--- src/design/assert_macros.svh ---
// Assertion macros for the polygon edge plane setup block.
// No dependencies; pulled in by the top level with a bare include.
`ifndef ASSERT_MACROS_SVH
`define ASSERT_MACROS_SVH

// Same-cycle implication, disabled while reset is asserted
`define PESU_ASSERT_SAME(label, clk, rst_n, ante, cons) \
    label: assert property (@(posedge clk) disable iff (!rst_n) (ante) |-> (cons)) \
        else $error("pesu: same-cycle check failed");

// Next-cycle implication, disabled while reset is asserted
`define PESU_ASSERT_NEXT(label, clk, rst_n, ante, cons) \
    label: assert property (@(posedge clk) disable iff (!rst_n) (ante) |=> (cons)) \
        else $error("pesu: next-cycle check failed");

`endif

--- src/design/pesu_pkg.sv ---
// Package for the polygon edge plane setup block: widths, opcodes, control structs.
// No dependencies; used by all modules and interfaces of the block.
`timescale 1ns / 1ps

package pesu_pkg;

    localparam int COORD_W = 32;
    localparam int NORM_W  = 32;
    localparam int DIST_W  = 40;
    localparam int DIFF_W  = 33;
    localparam int PROD_W  = 64;
    localparam int REM_W   = 36;
    localparam int ROOT_W  = 32;

    // Operations of the shared compare-subtract unit
    typedef enum logic
    {
        OP_SQRT = 1'b0,
        OP_DIV  = 1'b1
    } pesu_op_t;

    // Request to the iterative square root / divide unit
    typedef struct packed
    {
        logic     start;
        pesu_op_t op;
    } pesu_iter_ctrl_t;

    // Request to the multiply-accumulate unit
    typedef struct packed
    {
        logic valid;
        logic first;
        logic last;
    } pesu_mac_ctrl_t;

endpackage

--- src/design/pesu_mac.sv ---
// Multiply-accumulate unit: registered 32x32 signed product, then a 64-bit sum.
// Depends on pesu_pkg.
`timescale 1ns / 1ps

module pesu_mac
    import pesu_pkg::*;
(
    input  logic                       clk,
    input  logic                       rst_n,
    input  pesu_mac_ctrl_t             ctrl,
    input  logic signed [COORD_W-1:0]  op_a,
    input  logic signed [COORD_W-1:0]  op_b,
    output logic                       done,
    output logic signed [PROD_W-1:0]   acc
);

    logic                     p_valid_reg;
    logic                     p_first_reg;
    logic                     p_last_reg;
    logic                     done_reg;
    logic signed [PROD_W-1:0] prod_reg;
    logic signed [PROD_W-1:0] acc_reg;

    // Control: track the product stage and flag the final term
    always_ff @(posedge clk or negedge rst_n)
    begin
        if (!rst_n)
        begin
            p_valid_reg <= 1'b0;
            p_first_reg <= 1'b0;
            p_last_reg  <= 1'b0;
            done_reg    <= 1'b0;
        end
        else
        begin
            p_valid_reg <= ctrl.valid;
            p_first_reg <= ctrl.first;
            p_last_reg  <= ctrl.last;
            done_reg    <= p_valid_reg && p_last_reg;
        end
    end

    // Multiply stage, then accumulate stage
    always_ff @(posedge clk)
    begin
        if (ctrl.valid)
        begin
            prod_reg <= PROD_W'(op_a) * PROD_W'(op_b);
        end
        if (p_valid_reg)
        begin
            acc_reg <= (p_first_reg ? '0 : acc_reg) + prod_reg;
        end
    end

    assign done = done_reg;
    assign acc  = acc_reg;

endmodule

--- config.mk ---
export PLATFORM = sky130hd
export DESIGN_NAME = pesu_mac
export DESIGN_NICKNAME = d
export VERILOG_FILES = /design/src/design/assert_macros.svh /design/src/design/pesu_pkg.sv /design/src/design/pesu_mac.sv
export SDC_FILE = /design/constraint.sdc
export NUM_CORES = 2
export LEC_CHECK = 0
export BUFFER_PORTS_ARGS = -buffer_cell sky130_fd_sc_hd__buf_2
export CORE_MARGIN = 10
export CORE_UTILIZATION = 40
export DETAILED_ROUTE_END_ITERATION = 8
export HOLD_SLACK_MARGIN = 0.1
export PLACE_DENSITY = 0.56
export SLEW_MARGIN = 20
export SYNTH_ARGS = -nofsm -noshare
export SYNTH_HDL_FRONTEND = slang
export SYNTH_SLANG_ARGS = --single-unit
--- constraint.sdc ---
create_clock -name clk -period 5.15 [get_ports clk]
set_input_delay 0 -clock clk [delete_from_list [all_inputs] [get_ports clk]]
set_output_delay 0 -clock clk [all_outputs]
set_load 0.1 [all_outputs]
==> results.md <==
Critical path:
- STA classifies the critical path startpoint as an input pin.
- The type of the worst setup path is input pin to register.
- Data arrives at the worst endpoint at a little under 7000 ps.
- In this run the worst path has a maximum fanout of 13.
- The cell family contributing the most delay on the critical path is adder cells.
- The worst reg2reg path startpoint is p_first_reg.
- The endpoint identified for the worst register-to-register timing path is acc[60].
- The cell that appears most often on the critical path is sky130_fd_sc_hd__fa_1.
- The minimum setup slack among reg-to-reg paths is roughly 900 ps.
- The critical path starts at op_b[13].
- The required time of the worst setup path is around 5300 ps.
- The number of cells on the worst reg-to-reg path is 14.
- The combined buffer and inverter count along the critical path is 6.
- The kind of end point of the critical path is a register.
- The cell with the largest stage delay on the worst path is sky130_fd_sc_hd__fa_2.
- On the worst path, the slowest cell contributes a delay of around 650 ps.

Final layout:
- The layout-stage area growth over the synthesis result is 24.9%.
- The library cells used most frequently in the layout, excluding fill and tap cells, are 975 x sky130_fd_sc_hd__fa_1, 914 x sky130_fd_sc_hd__inv_1, 537 x sky130_fd_sc_hd__nand2_1, 472 x sky130_fd_sc_hd__and2_1, 434 x sky130_fd_sc_hd__buf_4.
- The final core utilization is 50.4%.
- The count of cells in the finished layout, fillers not included, comes to about 6500.
- Leaving out fill and tap cells, the most frequent cell in the layout is sky130_fd_sc_hd__fa_1.
- The count of nets after finishing is roughly 6500.
- Of the cells placed in the final design, the portion with a size suffix greater than 1 is 24.0%.

Synth:
- The number of instances in the synthesized netlist is about 4600.
- The cell type with the highest aggregate area in the netlist is sky130_fd_sc_hd__fa_1.
- The most used flip-flop cell after synthesis is sky130_fd_sc_hd__edfxtp_1.
- When the netlist entered floorplanning its net count stood at 5969.
- For this run, asynchronously set or reset flops after synthesis account for under 10%.
- Synthesis instantiated 74 different standard cells from the library.
- The mean instance size in the synthesized netlist is 9.63 sq um.
- Sequential cells were found to cover 8.96% of the synthesized design area.
- The synthesized design devotes to its leading area cell type 49.3% of total area.
- The number of storage elements in the synthesis netlist is 132.
- The total number of yosys warnings is 0.
- Yosys mapped a number of flops with a built-in enable equal to about 130.
- The area of the mapped netlist is between 40000 and 50000 sq um.
- After synthesis, the cell types taking the most area are sky130_fd_sc_hd__fa_1 49%, sky130_fd_sc_hd__edfxtp_1 8.7%, sky130_fd_sc_hd__inv_1 8.2%.

STA:
- The final number of hold-violating endpoints is 0.
- Setup violations remaining at the end of the flow were counted as 50.
- Clock skew on the completed layout was measured at ~11 ps.
- The total negative setup slack is -53790 ps.
- The transition at the pin with the smallest max-transition slack is between 900 and 1000 ps.
- Setup repair after global routing could not meet its margin everywhere.
- The count of pins over their slew limit is 0.
- The worst-case setup margin in the final layout is -1530 ps.
- The highest attainable clock frequency is roughly 0.15 GHz.
- The final hold slack is approximately 210 ps.
- The share of the clock period used by the worst path after layout is 130%.
- The clock period minus worst slack is roughly 6700 ps.
- In this run the tightest slew margin relative to its limit is between 30% and 40%.

Floorplanning:
- The die boundary height is ~350 um.
- The starting utilization of the core area is 40.4%.
- The row count is approximately 120.
- The x dimension of the die is around 350 um.
- The standard cell core area is ~110000 sq um.
- The floorplan step defined a die boundary enclosing approximately 120000 sq um.
- The number of primary I/O pins is 134.

Place:
- At the end of routability-driven placement, the weighted congestion stood at between 0.8 and 0.9.
- Detailed placement ended at an HPWL of between 100000 and 150000 um.
- The number of port buffers is between 100 and 150.
- The number of placed instances, taps included, is between 6000 and 7000.

Routing:
- The detailed router placed approximately 33000 vias in this run.
- The total iterations of the first detailed-routing run is 5.
- The remaining routing DRC violations is 0.
- The aggregate routed wire length is between 100000 and 150000 um.
- Dividing the detail-routed wire length by the instance count gives 20.3 um.
- The mean number of vias per cell is roughly 5.0.
- Once detail routing completed, the nets flagged for antenna violations numbered 0.
- The initial detailed-routing violation count is roughly 2000.

CTS:
- The clock net in this run drives a total of between 100 and 150 sinks.
- In this run the deepest clock path goes through 2 buffers.
- Clock-pin slew was measured on the worst setup and hold paths at approximately 60 ps.
- The number of buffers created by CTS is 17.
- The H-tree depth is 4.
- TritonCTS built the clock tree.
- The cell sitting at the root of the clock tree is a sky130_fd_sc_hd__clkbuf_16.
- Clock latency on the worst-skew pair, taken at its later pin, is 440 ps.

Global route:
- The largest net degree at the start of global routing is 66.
- The via count of the first global-routing pass came to between 30000 and 40000.
- Global routing consumed, over all layers together, a little over a fifth of the routing resources.
- The total grt overflow is 0.
- The global-route wire length before repair is 210000 um.
- The number of antenna violations at the first check in global routing came to 6.

Min path:
- The worst hold path begins at ctrl[2].
- The type of the worst min-delay path is input pin to register.
- The worst hold path terminates at p_valid_reg.
- The worst hold path stage count is 2.

Run status:
- The checks that failed: setup timing.
- The run finished, with violations left.

Job:
- The max-cap check violation count is 0.
==> worst max path at each step <==
stage / end / depth (start not counted) / slack [ps]
final: prod_reg[61] / 25 / -1530
after global placement: prod_reg[59] / 28 / -2260
after global routing: prod_reg[62] / 26 / -1660
after CTS: prod_reg[60] / 26 / -1460
after floorplan: prod_reg[62] / 22 / -1920
after detailed placement: prod_reg[63] / 23 / -2300
==> timing repair <==
action	4_1_cts	5_1_grt
gates cloned	14	7
endpoints found under the setup margin	52	52
hold buffers	4	0
gates resized for setup	507	206
hold endpoints to repair	6	0
pin swaps	241	203
setup buffers	122	38
==> metrics by stage <==
stage	instance area, sq um	worst slack [ps]
floorplan	44900	-1920
global placement	50100	-2260
detailed placement	50100	-2300
CTS	53900	-1460
global route	55000	-1660
finish	55000	-1530
==> kinds of logic after synthesis <==
logic type | synth area share (%)
simple gates | 15.7
buf+inv | 10.2
xor+xnor | 2.61
fa+ha+maj | 56.3
compound gates | 6.29
flops | 8.96
==> final cells by class <==
type	count	area (sq um)
Timing Repair Buffer	752	7340
Fill cell	9963	54000
Clock buffer	18	429
Antenna cell	1	2.50
Inverter	964	3630
Clock inverter	14	178
Tap cell	1414	1770
Sequential cell	132	3950
Multi-Input combinational cell	3246	37700
==> Yosys cell counts, types with 23 or more instances <==
| master | instances |
|---|---|
| sky130_fd_sc_hd__edfxtp_1 | 128 |
| sky130_fd_sc_hd__nor2b_1 | 78 |
| sky130_fd_sc_hd__nand3_1 | 23 |
| sky130_fd_sc_hd__a21oi_1 | 131 |
| sky130_fd_sc_hd__o21ai_0 | 74 |
| sky130_fd_sc_hd__inv_1 | 963 |
| sky130_fd_sc_hd__nand2_1 | 562 |
| sky130_fd_sc_hd__fa_1 | 1083 |
| sky130_fd_sc_hd__nor2_1 | 86 |
| sky130_fd_sc_hd__xnor2_1 | 93 |
| sky130_fd_sc_hd__a21o_1 | 84 |
| sky130_fd_sc_hd__xor2_1 | 38 |
| sky130_fd_sc_hd__ha_1 | 247 |
| sky130_fd_sc_hd__and2_1 | 523 |
| sky130_fd_sc_hd__clkbuf_1 | 226 |
==> per-layer routing <==
metal  share of wire (%)  vias to the layer above  track usage, %
li1                    -                    14700               -
met1                  45                    17000            31.1
met2                  46                      921            35.9
met3                 6.3                      138            2.95
met4                 2.2                        2            4.03
met5              0.0090                        -               0
Power is not shown: default switching activity piles up to over one toggle a cycle in this logic, so the estimate is an artifact.
