===== config.mk =====
export PLATFORM = sky130hd
export DESIGN_NAME = pesu_iter_unit
export DESIGN_NICKNAME = d
export VERILOG_FILES = /design/src/design/assert_macros.svh /design/src/design/pesu_pkg.sv /design/src/design/pesu_iter_unit.sv
export SDC_FILE = /design/constraint.sdc
export NUM_CORES = 1
export LEC_CHECK = 0
export BUFFER_PORTS_ARGS = -buffer_cell sky130_fd_sc_hd__buf_4
export CAP_MARGIN = 20
export CORE_UTILIZATION = 40
export CTS_CLUSTER_SIZE = 24
export DETAILED_ROUTE_END_ITERATION = 8
export PLACE_DENSITY = 0.6
export SYNTH_ARGS = -nofsm -noshare
export SYNTH_HDL_FRONTEND = slang
export SYNTH_SLANG_ARGS = --single-unit

===== constraint.sdc =====
create_clock -name clk -period 5.8 [get_ports clk]
set_input_delay 1.45 -clock clk [delete_from_list [all_inputs] [get_ports clk]]
set_output_delay 1.45 -clock clk [all_outputs]
set_load 0.005 [all_outputs]

===== src/design/assert_macros.svh =====
// Assertion macros for the polygon edge plane setup block.
// No dependencies; pulled in by the top level with a bare include.
`ifndef ASSERT_MACROS_SVH
`define ASSERT_MACROS_SVH

// Same-cycle implication, disabled while reset is asserted
`define PESU_ASSERT_SAME(label, clk, rst_n, ante, cons) \
    label: assert property (@(posedge clk) disable iff (!rst_n) (ante) |-> (cons)) \
        else $error("pesu: same-cycle check failed");

// Next-cycle implication, disabled while reset is asserted
`define PESU_ASSERT_NEXT(label, clk, rst_n, ante, cons) \
    label: assert property (@(posedge clk) disable iff (!rst_n) (ante) |=> (cons)) \
        else $error("pesu: next-cycle check failed");

`endif


===== src/design/pesu_pkg.sv =====
// Package for the polygon edge plane setup block: widths, opcodes, control structs.
// No dependencies; used by all modules and interfaces of the block.
`timescale 1ns / 1ps

package pesu_pkg;

    localparam int COORD_W = 32;
    localparam int NORM_W  = 32;
    localparam int DIST_W  = 40;
    localparam int DIFF_W  = 33;
    localparam int PROD_W  = 64;
    localparam int REM_W   = 36;
    localparam int ROOT_W  = 32;

    // Operations of the shared compare-subtract unit
    typedef enum logic
    {
        OP_SQRT = 1'b0,
        OP_DIV  = 1'b1
    } pesu_op_t;

    // Request to the iterative square root / divide unit
    typedef struct packed
    {
        logic     start;
        pesu_op_t op;
    } pesu_iter_ctrl_t;

    // Request to the multiply-accumulate unit
    typedef struct packed
    {
        logic valid;
        logic first;
        logic last;
    } pesu_mac_ctrl_t;

endpackage


===== src/design/pesu_iter_unit.sv =====
// Iterative unit: one compare-subtract per cycle, shared by integer square root
// (two radicand bits a step) and restoring division (one numerator bit a step).
// Depends on pesu_pkg.
`timescale 1ns / 1ps

module pesu_iter_unit
    import pesu_pkg::*;
#(
    parameter int NORMAL_FRAC_BITS = 30
)
(
    input  logic                  clk,
    input  logic                  rst_n,
    input  pesu_iter_ctrl_t       ctrl,
    input  logic [PROD_W-1:0]     operand,
    input  logic [ROOT_W-1:0]     divisor,
    output logic                  done,
    output logic [ROOT_W-1:0]     result
);

    localparam int SQRT_STEPS = ROOT_W;
    localparam int DIV_STEPS  = NORMAL_FRAC_BITS + 1;
    localparam int CNT_W      = $clog2(SQRT_STEPS);

    logic              busy_reg;
    logic              done_reg;
    logic [CNT_W-1:0]  cnt_reg;
    pesu_op_t          op_reg;
    logic [REM_W-1:0]  rem_reg;
    logic [PROD_W-1:0] src_reg;
    logic [ROOT_W-1:0] res_reg;
    logic [ROOT_W-1:0] div_reg;

    logic [REM_W-1:0]  rem_sh;
    logic [REM_W-1:0]  trial;
    logic              ge;
    logic [REM_W-1:0]  rem_next;
    logic [PROD_W-1:0] src_next;
    logic [PROD_W-1:0] num_hi;

    // Shared step: shift in the next digit, compare against the trial, subtract
    always_comb
    begin
        if (op_reg == OP_SQRT)
        begin
            rem_sh   = {rem_reg[REM_W-3:0], src_reg[PROD_W-1:PROD_W-2]};
            trial    = {2'b00, res_reg, 2'b01};
            src_next = {src_reg[PROD_W-3:0], 2'b00};
        end
        else
        begin
            rem_sh   = {rem_reg[REM_W-2:0], src_reg[PROD_W-1]};
            trial    = {{(REM_W-ROOT_W){1'b0}}, div_reg};
            src_next = {src_reg[PROD_W-2:0], 1'b0};
        end
        ge       = (rem_sh >= trial);
        rem_next = ge ? (rem_sh - trial) : rem_sh;
    end

    assign num_hi = operand >> DIV_STEPS;

    // Control: busy flag, step count, completion pulse
    always_ff @(posedge clk or negedge rst_n)
    begin
        if (!rst_n)
        begin
            busy_reg <= 1'b0;
            done_reg <= 1'b0;
            cnt_reg  <= '0;
        end
        else
        begin
            done_reg <= 1'b0;
            if (ctrl.start)
            begin
                busy_reg <= 1'b1;
                cnt_reg  <= (ctrl.op == OP_SQRT) ? CNT_W'(SQRT_STEPS - 1)
                                                 : CNT_W'(DIV_STEPS - 1);
            end
            else if (busy_reg)
            begin
                cnt_reg <= cnt_reg - 1'b1;
                if (cnt_reg == '0)
                begin
                    busy_reg <= 1'b0;
                    done_reg <= 1'b1;
                end
            end
        end
    end

    // Datapath: load operands, then advance one digit per cycle
    always_ff @(posedge clk)
    begin
        if (ctrl.start)
        begin
            op_reg  <= ctrl.op;
            res_reg <= '0;
            div_reg <= divisor;
            if (ctrl.op == OP_SQRT)
            begin
                rem_reg <= '0;
                src_reg <= operand;
            end
            else
            begin
                rem_reg <= num_hi[REM_W-1:0];
                src_reg <= operand << (PROD_W - DIV_STEPS);
            end
        end
        else if (busy_reg)
        begin
            rem_reg <= rem_next;
            src_reg <= src_next;
            res_reg <= {res_reg[ROOT_W-2:0], ge};
        end
    end

    assign done   = done_reg;
    assign result = res_reg;

endmodule


==> impl_metrics.tcl, run 1 <==
set metrics [dict create \
    period_minus_slack_ns 4.518 \
    drive_above_1_share_pct 21.01 \
    synth_ff_type "edfxtp_1" \
    synth_edf_count 132 \
    drc_errors 0 \
    seq_area_frac_synth_pct 45.39 \
    synth_nets 1117 \
    row_count 59 \
    grtUsageMet1_pct 31.18 \
    syn_area_mm2 0.01053 \
    use_met3_pct 2.929 \
    multi_input_area_mm2 0.005434 \
    fin_area_mm2 0.01232 \
    power.density_mw_per_mm2 444.4 \
    path_class "flip-flop to flip-flop" \
    hold_path_end "cnt_reg[4]" \
    dr.pass1.iters 5 \
    maxSlewViolCount 0 \
    synth_cells 980 \
    tightest_slew_ns 1.013 \
    r2r_cells 10 \
    hold_violations 0 \
    async_reset_ff_share_pct 4.094 \
    fin_setup_tns_ns 0 \
    post-route-util_pct 47.53 \
    synth.top_cell.area_share_pct 37.64 \
    whs_path_depth 2 \
    numCtsBuffers 17 \
    grt_pass1_wl_um 41940 \
    fin_skew_ns 0.007976 \
    p_leak_nw 5.292 \
    rsz0062_at_grt "false" \
    endpoint_kind "flip-flop" \
    slew_headroom_pct 32.44 \
    largest_reg_flops 64 \
    min-delay-start "cnt_reg[4]" \
    ios 133 \
    nFillCells 2430 \
    r2r_start "op_reg" \
    drt_iter0_drc 768 \
    synth_area_leaders "edfxtp_1 38%, mux2i_1 14%, dfxtp_1 6.1%, ha_1 4.3%, mux2_2 3.5%" \
    tritoncts "done" \
    placed_cell_area_mm2 0.01174 \
    viasPerCell 5.566 \
    die_y_um 164.3 \
    yosys_register_bits 171 \
    regArea_mm2 0.004781 \
    drt.antenna.violating_nets 0 \
    clock_sinks 171 \
    clk_pin_slew_ns 0.07 \
    grtUsageTotal_pct 20.21 \
    yosys_warnings 0 \
    vias 7931 \
    top_usage_layer "met1" \
    portBuffers 132 \
    postCtsResizedCells 0 \
    grt-ovfl-total 0 \
    grt_antenna_before_repair 0 \
    status "finished clean" \
    holdCritPathClass "flip-flop to flip-flop" \
    first_global_vias 7499 \
    syn_avg_cell_area_um2 10.74 \
    startpoint_type "flip-flop" \
    gp_congestion 0.9156 \
    core_area_mm2 0.02591 \
    cts_hold_buf 0 \
    area_growth_pct 16.96 \
    gr-usage-met2_pct 29.34 \
    nets 1214 \
    grt_max_degree 146 \
    fin_crit_sh_pct 77.89 \
    rrSetupSlack_ns 1.28 \
    fin_hold_ws_ns 0.5219 \
    place_hpwl_um 18840 \
    r2r-end "rem_reg[4]" \
    antenna_cells 0 \
    post_cts_buffers 0 \
    critPathMaxFanout 145 \
    cts_max_level 4 \
    die_w_um 164.3 \
    wl_per_cell_um 18.74 \
    drv_cap 0 \
    cp.required_ns 5.95 \
    drt_wl_total_um 26710 \
    vdd_drop_max_v 0.0001940 \
    cts-root-buf "clkbuf_16" \
    ys_types 76 \
    initial_core_util_pct 40.64 \
    clock_path_buffers 2 \
    finalSetupViolCount 0 \
    arrival_ns 4.66 \
    clk_latency_ns 0.43 \
    dieArea_mm2 0.02698 \
    max_freq_mhz 221.3 \
    yosysTopAreaCell "edfxtp_1" \
]
## per-layer routing
layer	part of all wire, %	routed length (um)	up-vias
met3	5.4	1438	14
met5	0	0	-
met4	0.86	229	0
li1	-	-	3888
met1	51	13650	3798
met2	43	11390	231
## critical path, cell delays in order, from the launching register on
cell	delay (ns)
edfxtp_1	0.47
buf_12	0.56
mux2_2	0.43
ha_1	0.43
and3_1	0.32
nand3_1	0.19
or3_1	0.47
o2111ai_4	0.36
and2_4	0.52
mux2i_1	0.24
o21ai_0	0.10
## through the flow
step	cells	total power, W	setup WS [ns]
floorplan	980	0.003728	1.279
global placement	1393	0.004312	1.495
detailed placement	1393	0.004311	1.379
CTS	1425	0.005469	1.329
global route	1425	0.005819	1.079
finish	1425	0.005473	1.282
## Yosys cell counts, types with 9 or more instances
cell type	number
a211oi_1	37
a21o_1	19
a21oi_1	70
a32o_1	9
buf_1	11
buf_2	9
clkbuf_1	37
dfxtp_1	32
edfxtp_1	132
ha_1	36
inv_1	9
mux2_2	33
mux2i_1	143
nand2_1	91
nand3_1	9
nor2_1	53
nor2b_1	33
o21ai_0	66
xnor2_1	18
## worst max-delay path by stage
stage,end,cells after the start,startpoint
final,rem_reg[4],10,op_reg
after global routing,rem_reg[5],10,op_reg
after CTS,rem_reg[4],10,op_reg
after detailed placement,rem_reg[0],10,op_reg
after global placement,rem_reg[0],10,op_reg
after floorplan,rem_reg[30],17,op_reg
## cell type report
type	instances	area share, %
clock buffers	18	3.485
clock inverters	14	1.158
inverters	10	0.3048
multi-input cells	738	44.12
flip-flops and latches	171	38.82
well taps	335	3.403
repair buffers	139	8.707
## power breakdown
group | leakage (nW) | switching, W | internal [W]
Sequential | 1.75 | 0.000105 | 0.00158
Clock | 0.279 | 0.000511 | 0.000637
Combinational | 3.26 | 0.00153 | 0.00111
## cell usage in the layout, fill, tap and decap left out, drive strengths merged, types with 5 or more instances in the layout
cell type	netlist	layout
a211oi	39	39
ha	36	36
o21ai	70	70
and2	5	5
a32o	9	9
a21oi	71	71
dfxtp	32	32
o211ai	6	6
nor3	8	8
inv	9	13
dfrtp	7	7
a21o	20	20
or3	6	6
clkinv	1	7
clkbuf	37	18
nand2	92	92
xor2	7	7
mux2	33	33
nor2	53	53
buf	24	139
xnor2	18	18
nand3	12	12
nand4	8	8
nor2b	33	33
edfxtp	132	132
nand2b	6	6
mux2i	143	143
## cell families after synthesis
logic type      count (synthesis)  synth area share [%]
compound gates                260                 16.65
buf+inv                        71                 3.054
xor+xnor                       25                 2.079
simple gates                  240                 11.24
mux                           176                 17.12
flops                         171                 45.39
fa+ha+maj                      37                 4.468
Note: power is estimated with default switching activity, not from simulation.
==> run 2: changes to the inputs <==
- clock period: 5.8 -> 4.54 ns (I/O delays scaled with it)
==> impl_metrics.tcl, run 2 (synthesis results as in run 1) <==
set metrics [dict create \
    max_freq_mhz 234.2 \
    drive_above_1_share_pct 21.31 \
    placed_cell_area_mm2 0.01182 \
    grt-ovfl-total 0 \
    drt.antenna.violating_nets 0 \
    ios 133 \
    area_growth_pct 17.72 \
    place_hpwl_um 19580 \
    first_global_vias 7420 \
    endpoint_kind "flip-flop" \
    antenna_cells 0 \
    post_cts_buffers 0 \
    fin_skew_ns 0.01500 \
    postCtsResizedCells 0 \
    nFillCells 2452 \
    r2r-end "rem_reg[28]" \
    cts_max_level 4 \
    vias 7960 \
    fin_setup_tns_ns 0 \
    stdcell_count 1433 \
    clock_path_buffers 2 \
    period_minus_slack_ns 4.271 \
    power.total_w 0.007010 \
    clk_pin_slew_ns 0.07 \
    core_area_mm2 0.02591 \
    r2r_start "op_reg" \
    grt_max_degree 88 \
    critPathMaxFanout 17 \
    tightest_slew_ns 0.9862 \
    wl_per_cell_um 18.80 \
    initial_core_util_pct 40.64 \
    p_leak_nw 5.331 \
    arrival_ns 4.46 \
    hold_violations 0 \
    die_w_um 164.3 \
    drc_errors 0 \
    drv_cap 0 \
    slew_headroom_pct 34.25 \
    power.density_mw_per_mm2 565.5 \
    cp.required_ns 4.73 \
    dr.pass1.iters 5 \
    r2r_cells 12 \
    clk_latency_ns 0.44 \
    grtUsageTotal_pct 20.47 \
    viasPerCell 5.555 \
    rrSetupSlack_ns 0.27 \
    rsz0062_at_grt "false" \
    clock_sinks 171 \
    grt_antenna_before_repair 0 \
    vdd_drop_max_v 0.0003998 \
    startpoint_type "flip-flop" \
    final_cell_mix "143 x mux2i_1, 143 x buf_4, 132 x edfxtp_1, 91 x nand2_1, 70 x a21oi_1" \
    status "finished clean" \
    cts_hold_buf 0 \
    crit_path_top_delay_cell "edfxtp_1" \
    gp_congestion 0.9180 \
    max_stage_delay_ns 0.64 \
    fin_area_mm2 0.01240 \
    maxSlewViolCount 0 \
    path_class "flip-flop to flip-flop" \
    crit_path_cell_trace "mux2i_1, ha_1, inv_1, fa_1, a21o_1, a311oi_1, o31a_1, a21o_4, o2111ai_4, nand2_4, nor2_1, a221o_1" \
    finalSetupViolCount 0 \
    dieArea_mm2 0.02698 \
    largest_reg_flops 64 \
    portBuffers 132 \
    die_y_um 164.3 \
    drt_wl_total_um 26950 \
    holdCritPathClass "primary input to async pin" \
    numCtsBuffers 17 \
    tritoncts "done" \
    nets 1222 \
    drt_iter0_drc 559 \
    cts-root-buf "clkbuf_16" \
    row_count 59 \
    fin_hold_ws_ns 0.4911 \
    grt_pass1_wl_um 42120 \
    fin_crit_sh_pct 94.07 \
    dp.cells 1401 \
]
[run 2: cell types whose count changed in the layout (fill, tap and decap cells not counted)]
cell / delta
inv_6: -3
clkbuf_1: +4
bufinv_16: -1
clkinv_4: +2
buf_12: +1
clkinv_1: -1
clkbuf_16: +2
buf_4: +7
clkinv_2: -3
[run 2: how the worst max path moves through the flow]
| stage | start | end | cells after the start | slack (ns) |
|---|---|---|---|---|
| 2_1_floorplan | op_reg | rem_reg[30] | 17 | 0.02 |
| 3_3_place_gp | op_reg | rem_reg[28] | 11 | 0.41 |
| 3_5_place_dp | op_reg | rem_reg[28] | 12 | 0.37 |
| 4_1_cts | op_reg | rem_reg[28] | 12 | 0.33 |
| 5_1_grt | op_reg | rem_reg[28] | 10 | 0.07 |
| 6_report | op_reg | rem_reg[28] | 12 | 0.27 |
[run 2: area by class of cell]
type                    count  area (um^2)  area share (%)
well taps                 335        419.2           3.381
clock buffers              24        494.2           3.987
inverters                  10        37.54          0.3028
clock inverters             8        85.08          0.6864
multi-input cells         738         5434           43.84
flip-flops and latches    171         4781           38.57
repair buffers            147         1145           9.236
[run 2: routing by layer]
metal	up-vias	GRT usage, %	wire, um
li1	3917	-	-
met1	3756	31.04	13700
met2	255	29.56	11350
met3	32	3.182	1449
met4	0	6.229	440
met5	-	0	0
[run 2: worst max-delay path: cells and delay by family (launching register included)]
family                     cells  cell delay (ns)
AOI/OAI and AO/OA              6             1.90
buffers and inverters          1             0.06
adders and majority gates      2             0.62
muxes                          1             0.30
DFF                            1             0.64
and+or+nand+nor                2             0.50
[run 2: through the flow]
stage	setup WS, ns	utilization [%]
6_report	0.2694	47.84
5_1_grt	0.07131	47.84
4_1_cts	0.3317	47.84
2_1_floorplan	0.01911	-
3_5_place_dp	0.3736	45.60
3_3_place_gp	0.4111	45.60
[run 2: power breakdown]
part           internal (W)  switching (W)
Clock              0.000826       0.000640
Sequential          0.00202       0.000141
Combinational       0.00143        0.00195
Total               0.00428        0.00273
==> run 3: changes to the inputs <==
- CORE_UTILIZATION: 40 -> 45
- PLACE_DENSITY: 0.6 -> default
==> impl_metrics.tcl, run 3 (synthesis results as in run 1) <==
set metrics [dict create \
    fin_setup_tns_ns 0 \
    maxSlewViolCount 0 \
    clock_path_buffers 2 \
    drv_cap 0 \
    cts_hold_buf 0 \
    cts-root-buf "clkbuf_16" \
    drc_errors 0 \
    portBuffers 132 \
    endpoint_kind "flip-flop" \
    crit_family "simple AND/OR/NAND/NOR gates" \
    vdd_drop_max_v 0.0003073 \
    max_freq_mhz 246.1 \
    post-route-util_pct 54.47 \
    antenna_cells 0 \
    rrSetupSlack_ns 0.48 \
    crit_path_top_delay_cell "nor2_1" \
    dr.pass1.iters 5 \
    tritoncts "done" \
    drt_iter0_drc 515 \
    drt.antenna.violating_nets 0 \
    fin_crit_sh_pct 89.49 \
    hold_violations 0 \
    gp_congestion 0.8783 \
    place_hpwl_um 19180 \
    path_buf_inv 2 \
    wl_per_cell_um 18.69 \
    clk_latency_ns 0.44 \
    r2r_cells 11 \
    r2r_start "op_reg" \
    switching_share_pct 39.39 \
    p_seq_share_pct 30.7 \
    p_comb_share_pct 48.8 \
    cp.required_ns 4.84 \
    initial_core_util_pct 46.23 \
    period_minus_slack_ns 4.063 \
    switchingPower_w 0.002769 \
    dp_slack_ns 0.5110 \
    clkPwrFrac_pct 20.5 \
    regArea_mm2 0.004781 \
    multi_input_area_mm2 0.005434 \
    finalSetupViolCount 0 \
    holdCritPathClass "primary input to async pin" \
    path_class "flip-flop to flip-flop" \
    drive_above_1_share_pct 21.92 \
    status "finished clean" \
    grtUsageTotal_pct 22.49 \
    first_global_vias 7616 \
    largest_reg_flops 64 \
    fin_hold_ws_ns 0.5077 \
    vias 8056 \
    die_w_um 155.0 \
    clk_pin_slew_ns 0.07 \
    final_cell_mix "148 x buf_4, 143 x mux2i_1, 132 x edfxtp_1, 91 x nand2_1, 70 x a21oi_1" \
    area_growth_pct 17.84 \
    nets 1228 \
    grt_antenna_before_repair 0 \
    timing.final.ws_setup_ns 0.4773 \
    grt_pass1_wl_um 41710 \
    grt_max_degree 75 \
    p_int_w 0.004260 \
    p_leak_nw 5.354 \
    slew_headroom_pct 48.89 \
    fin_skew_ns 0.01263 \
    core_area_mm2 0.02278 \
    ios 133 \
    cts_max_level 4 \
    r2r-end "rem_reg[28]" \
    crit_path_cell_trace "buf_12, buf_4, mux2_2, ha_1, and4_1, nand3_1, or3_1, o2111ai_4, nand2_4, nor2_1, a221o_1" \
    rsz0062_at_grt "false" \
    power.total_w 0.007028 \
    viasPerCell 5.685 \
    power.density_mw_per_mm2 566.4 \
    post_cts_buffers 0 \
    numCtsBuffers 17 \
    grt-ovfl-total 0 \
    row_count 55 \
    die_y_um 155.0 \
    critPathMaxFanout 26 \
    max_stage_delay_ns 0.58 \
    tightest_slew_ns 0.7666 \
    arrival_ns 4.37 \
    startpoint_type "flip-flop" \
    nFillCells 2043 \
    clock_sinks 171 \
    dieArea_mm2 0.02402 \
    postCtsResizedCells 0 \
    layout_commonest_cell "buf_4" \
    drt_wl_total_um 26480 \
]
==> run 3: cell count changes in the layout (fill, tap and decap cells not counted) <==
| cell | delta |
|---|---|
| inv_6 | +2 |
| buf_8 | +1 |
| clkinv_4 | -1 |
| clkbuf_1 | -3 |
| clkinvlp_4 | +1 |
| clkbuf_16 | -2 |
| clkinv_2 | -1 |
| inv_8 | +3 |
| clkinv_1 | +1 |
| buf_4 | +5 |
==> run 3: worst max-delay path by stage <==
stage	start	to	slack (ns)	cells after the start
2_1_floorplan	op_reg	rem_reg[30]	0.02	17
5_1_grt	op_reg	rem_reg[29]	0.23	12
3_3_place_gp	op_reg	rem_reg[28]	0.52	13
3_5_place_dp	op_reg	rem_reg[28]	0.51	11
4_1_cts	op_reg	rem_reg[28]	0.48	11
6_report	op_reg	rem_reg[28]	0.48	11
==> run 3: worst register-to-register path: cells and delay by family (launching register included) <==
family	cells	cell delay, ns
simple gates	5	1.65
compound gates	2	0.58
flops	1	0.52
buf+inv	2	0.47
mux	1	0.38
fa+ha+maj	1	0.35
==> run 3: power by group through the flow <==
stage | clock [W] | sequential [W] | combinational (W)
3_3_place_gp | 0 | 0.00219 | 0.00337
3_5_place_dp | 0 | 0.00219 | 0.00336
4_1_cts | 0.00147 | 0.00216 | 0.00340
6_report | 0.00144 | 0.00216 | 0.00343
2_1_floorplan | 0 | 0.00213 | 0.00263
5_1_grt | 0.00153 | 0.00219 | 0.00375
==> run 3: layout make-up <==
class / count / share of cell area, %
well taps: 313 / 3.156
flip-flops and latches: 171 / 38.53
repair buffers: 153 / 9.650
multi-input cells: 738 / 43.79
clock inverters: 13 / 1.079
inverters: 10 / 0.3025
clock buffers: 19 / 3.489
==> run 3: through the flow <==
stage          instances  cell area [um^2]
6_report            1417             12410
5_1_grt             1417             12410
4_1_cts             1416             12390
3_5_place_dp        1384             11830
3_3_place_gp        1384             11830
2_1_floorplan        980             10530
==> run 3: per-layer routing <==
| metal | track usage (%) | wire length, um | vias to the layer above |
|---|---|---|---|
| li1 | - | - | 3922 |
| met1 | 33.53 | 13350 | 3856 |
| met2 | 33.38 | 11380 | 253 |
| met3 | 3.760 | 1417 | 25 |
| met4 | 6.365 | 339 | 0 |
| met5 | 0 | 0 | - |
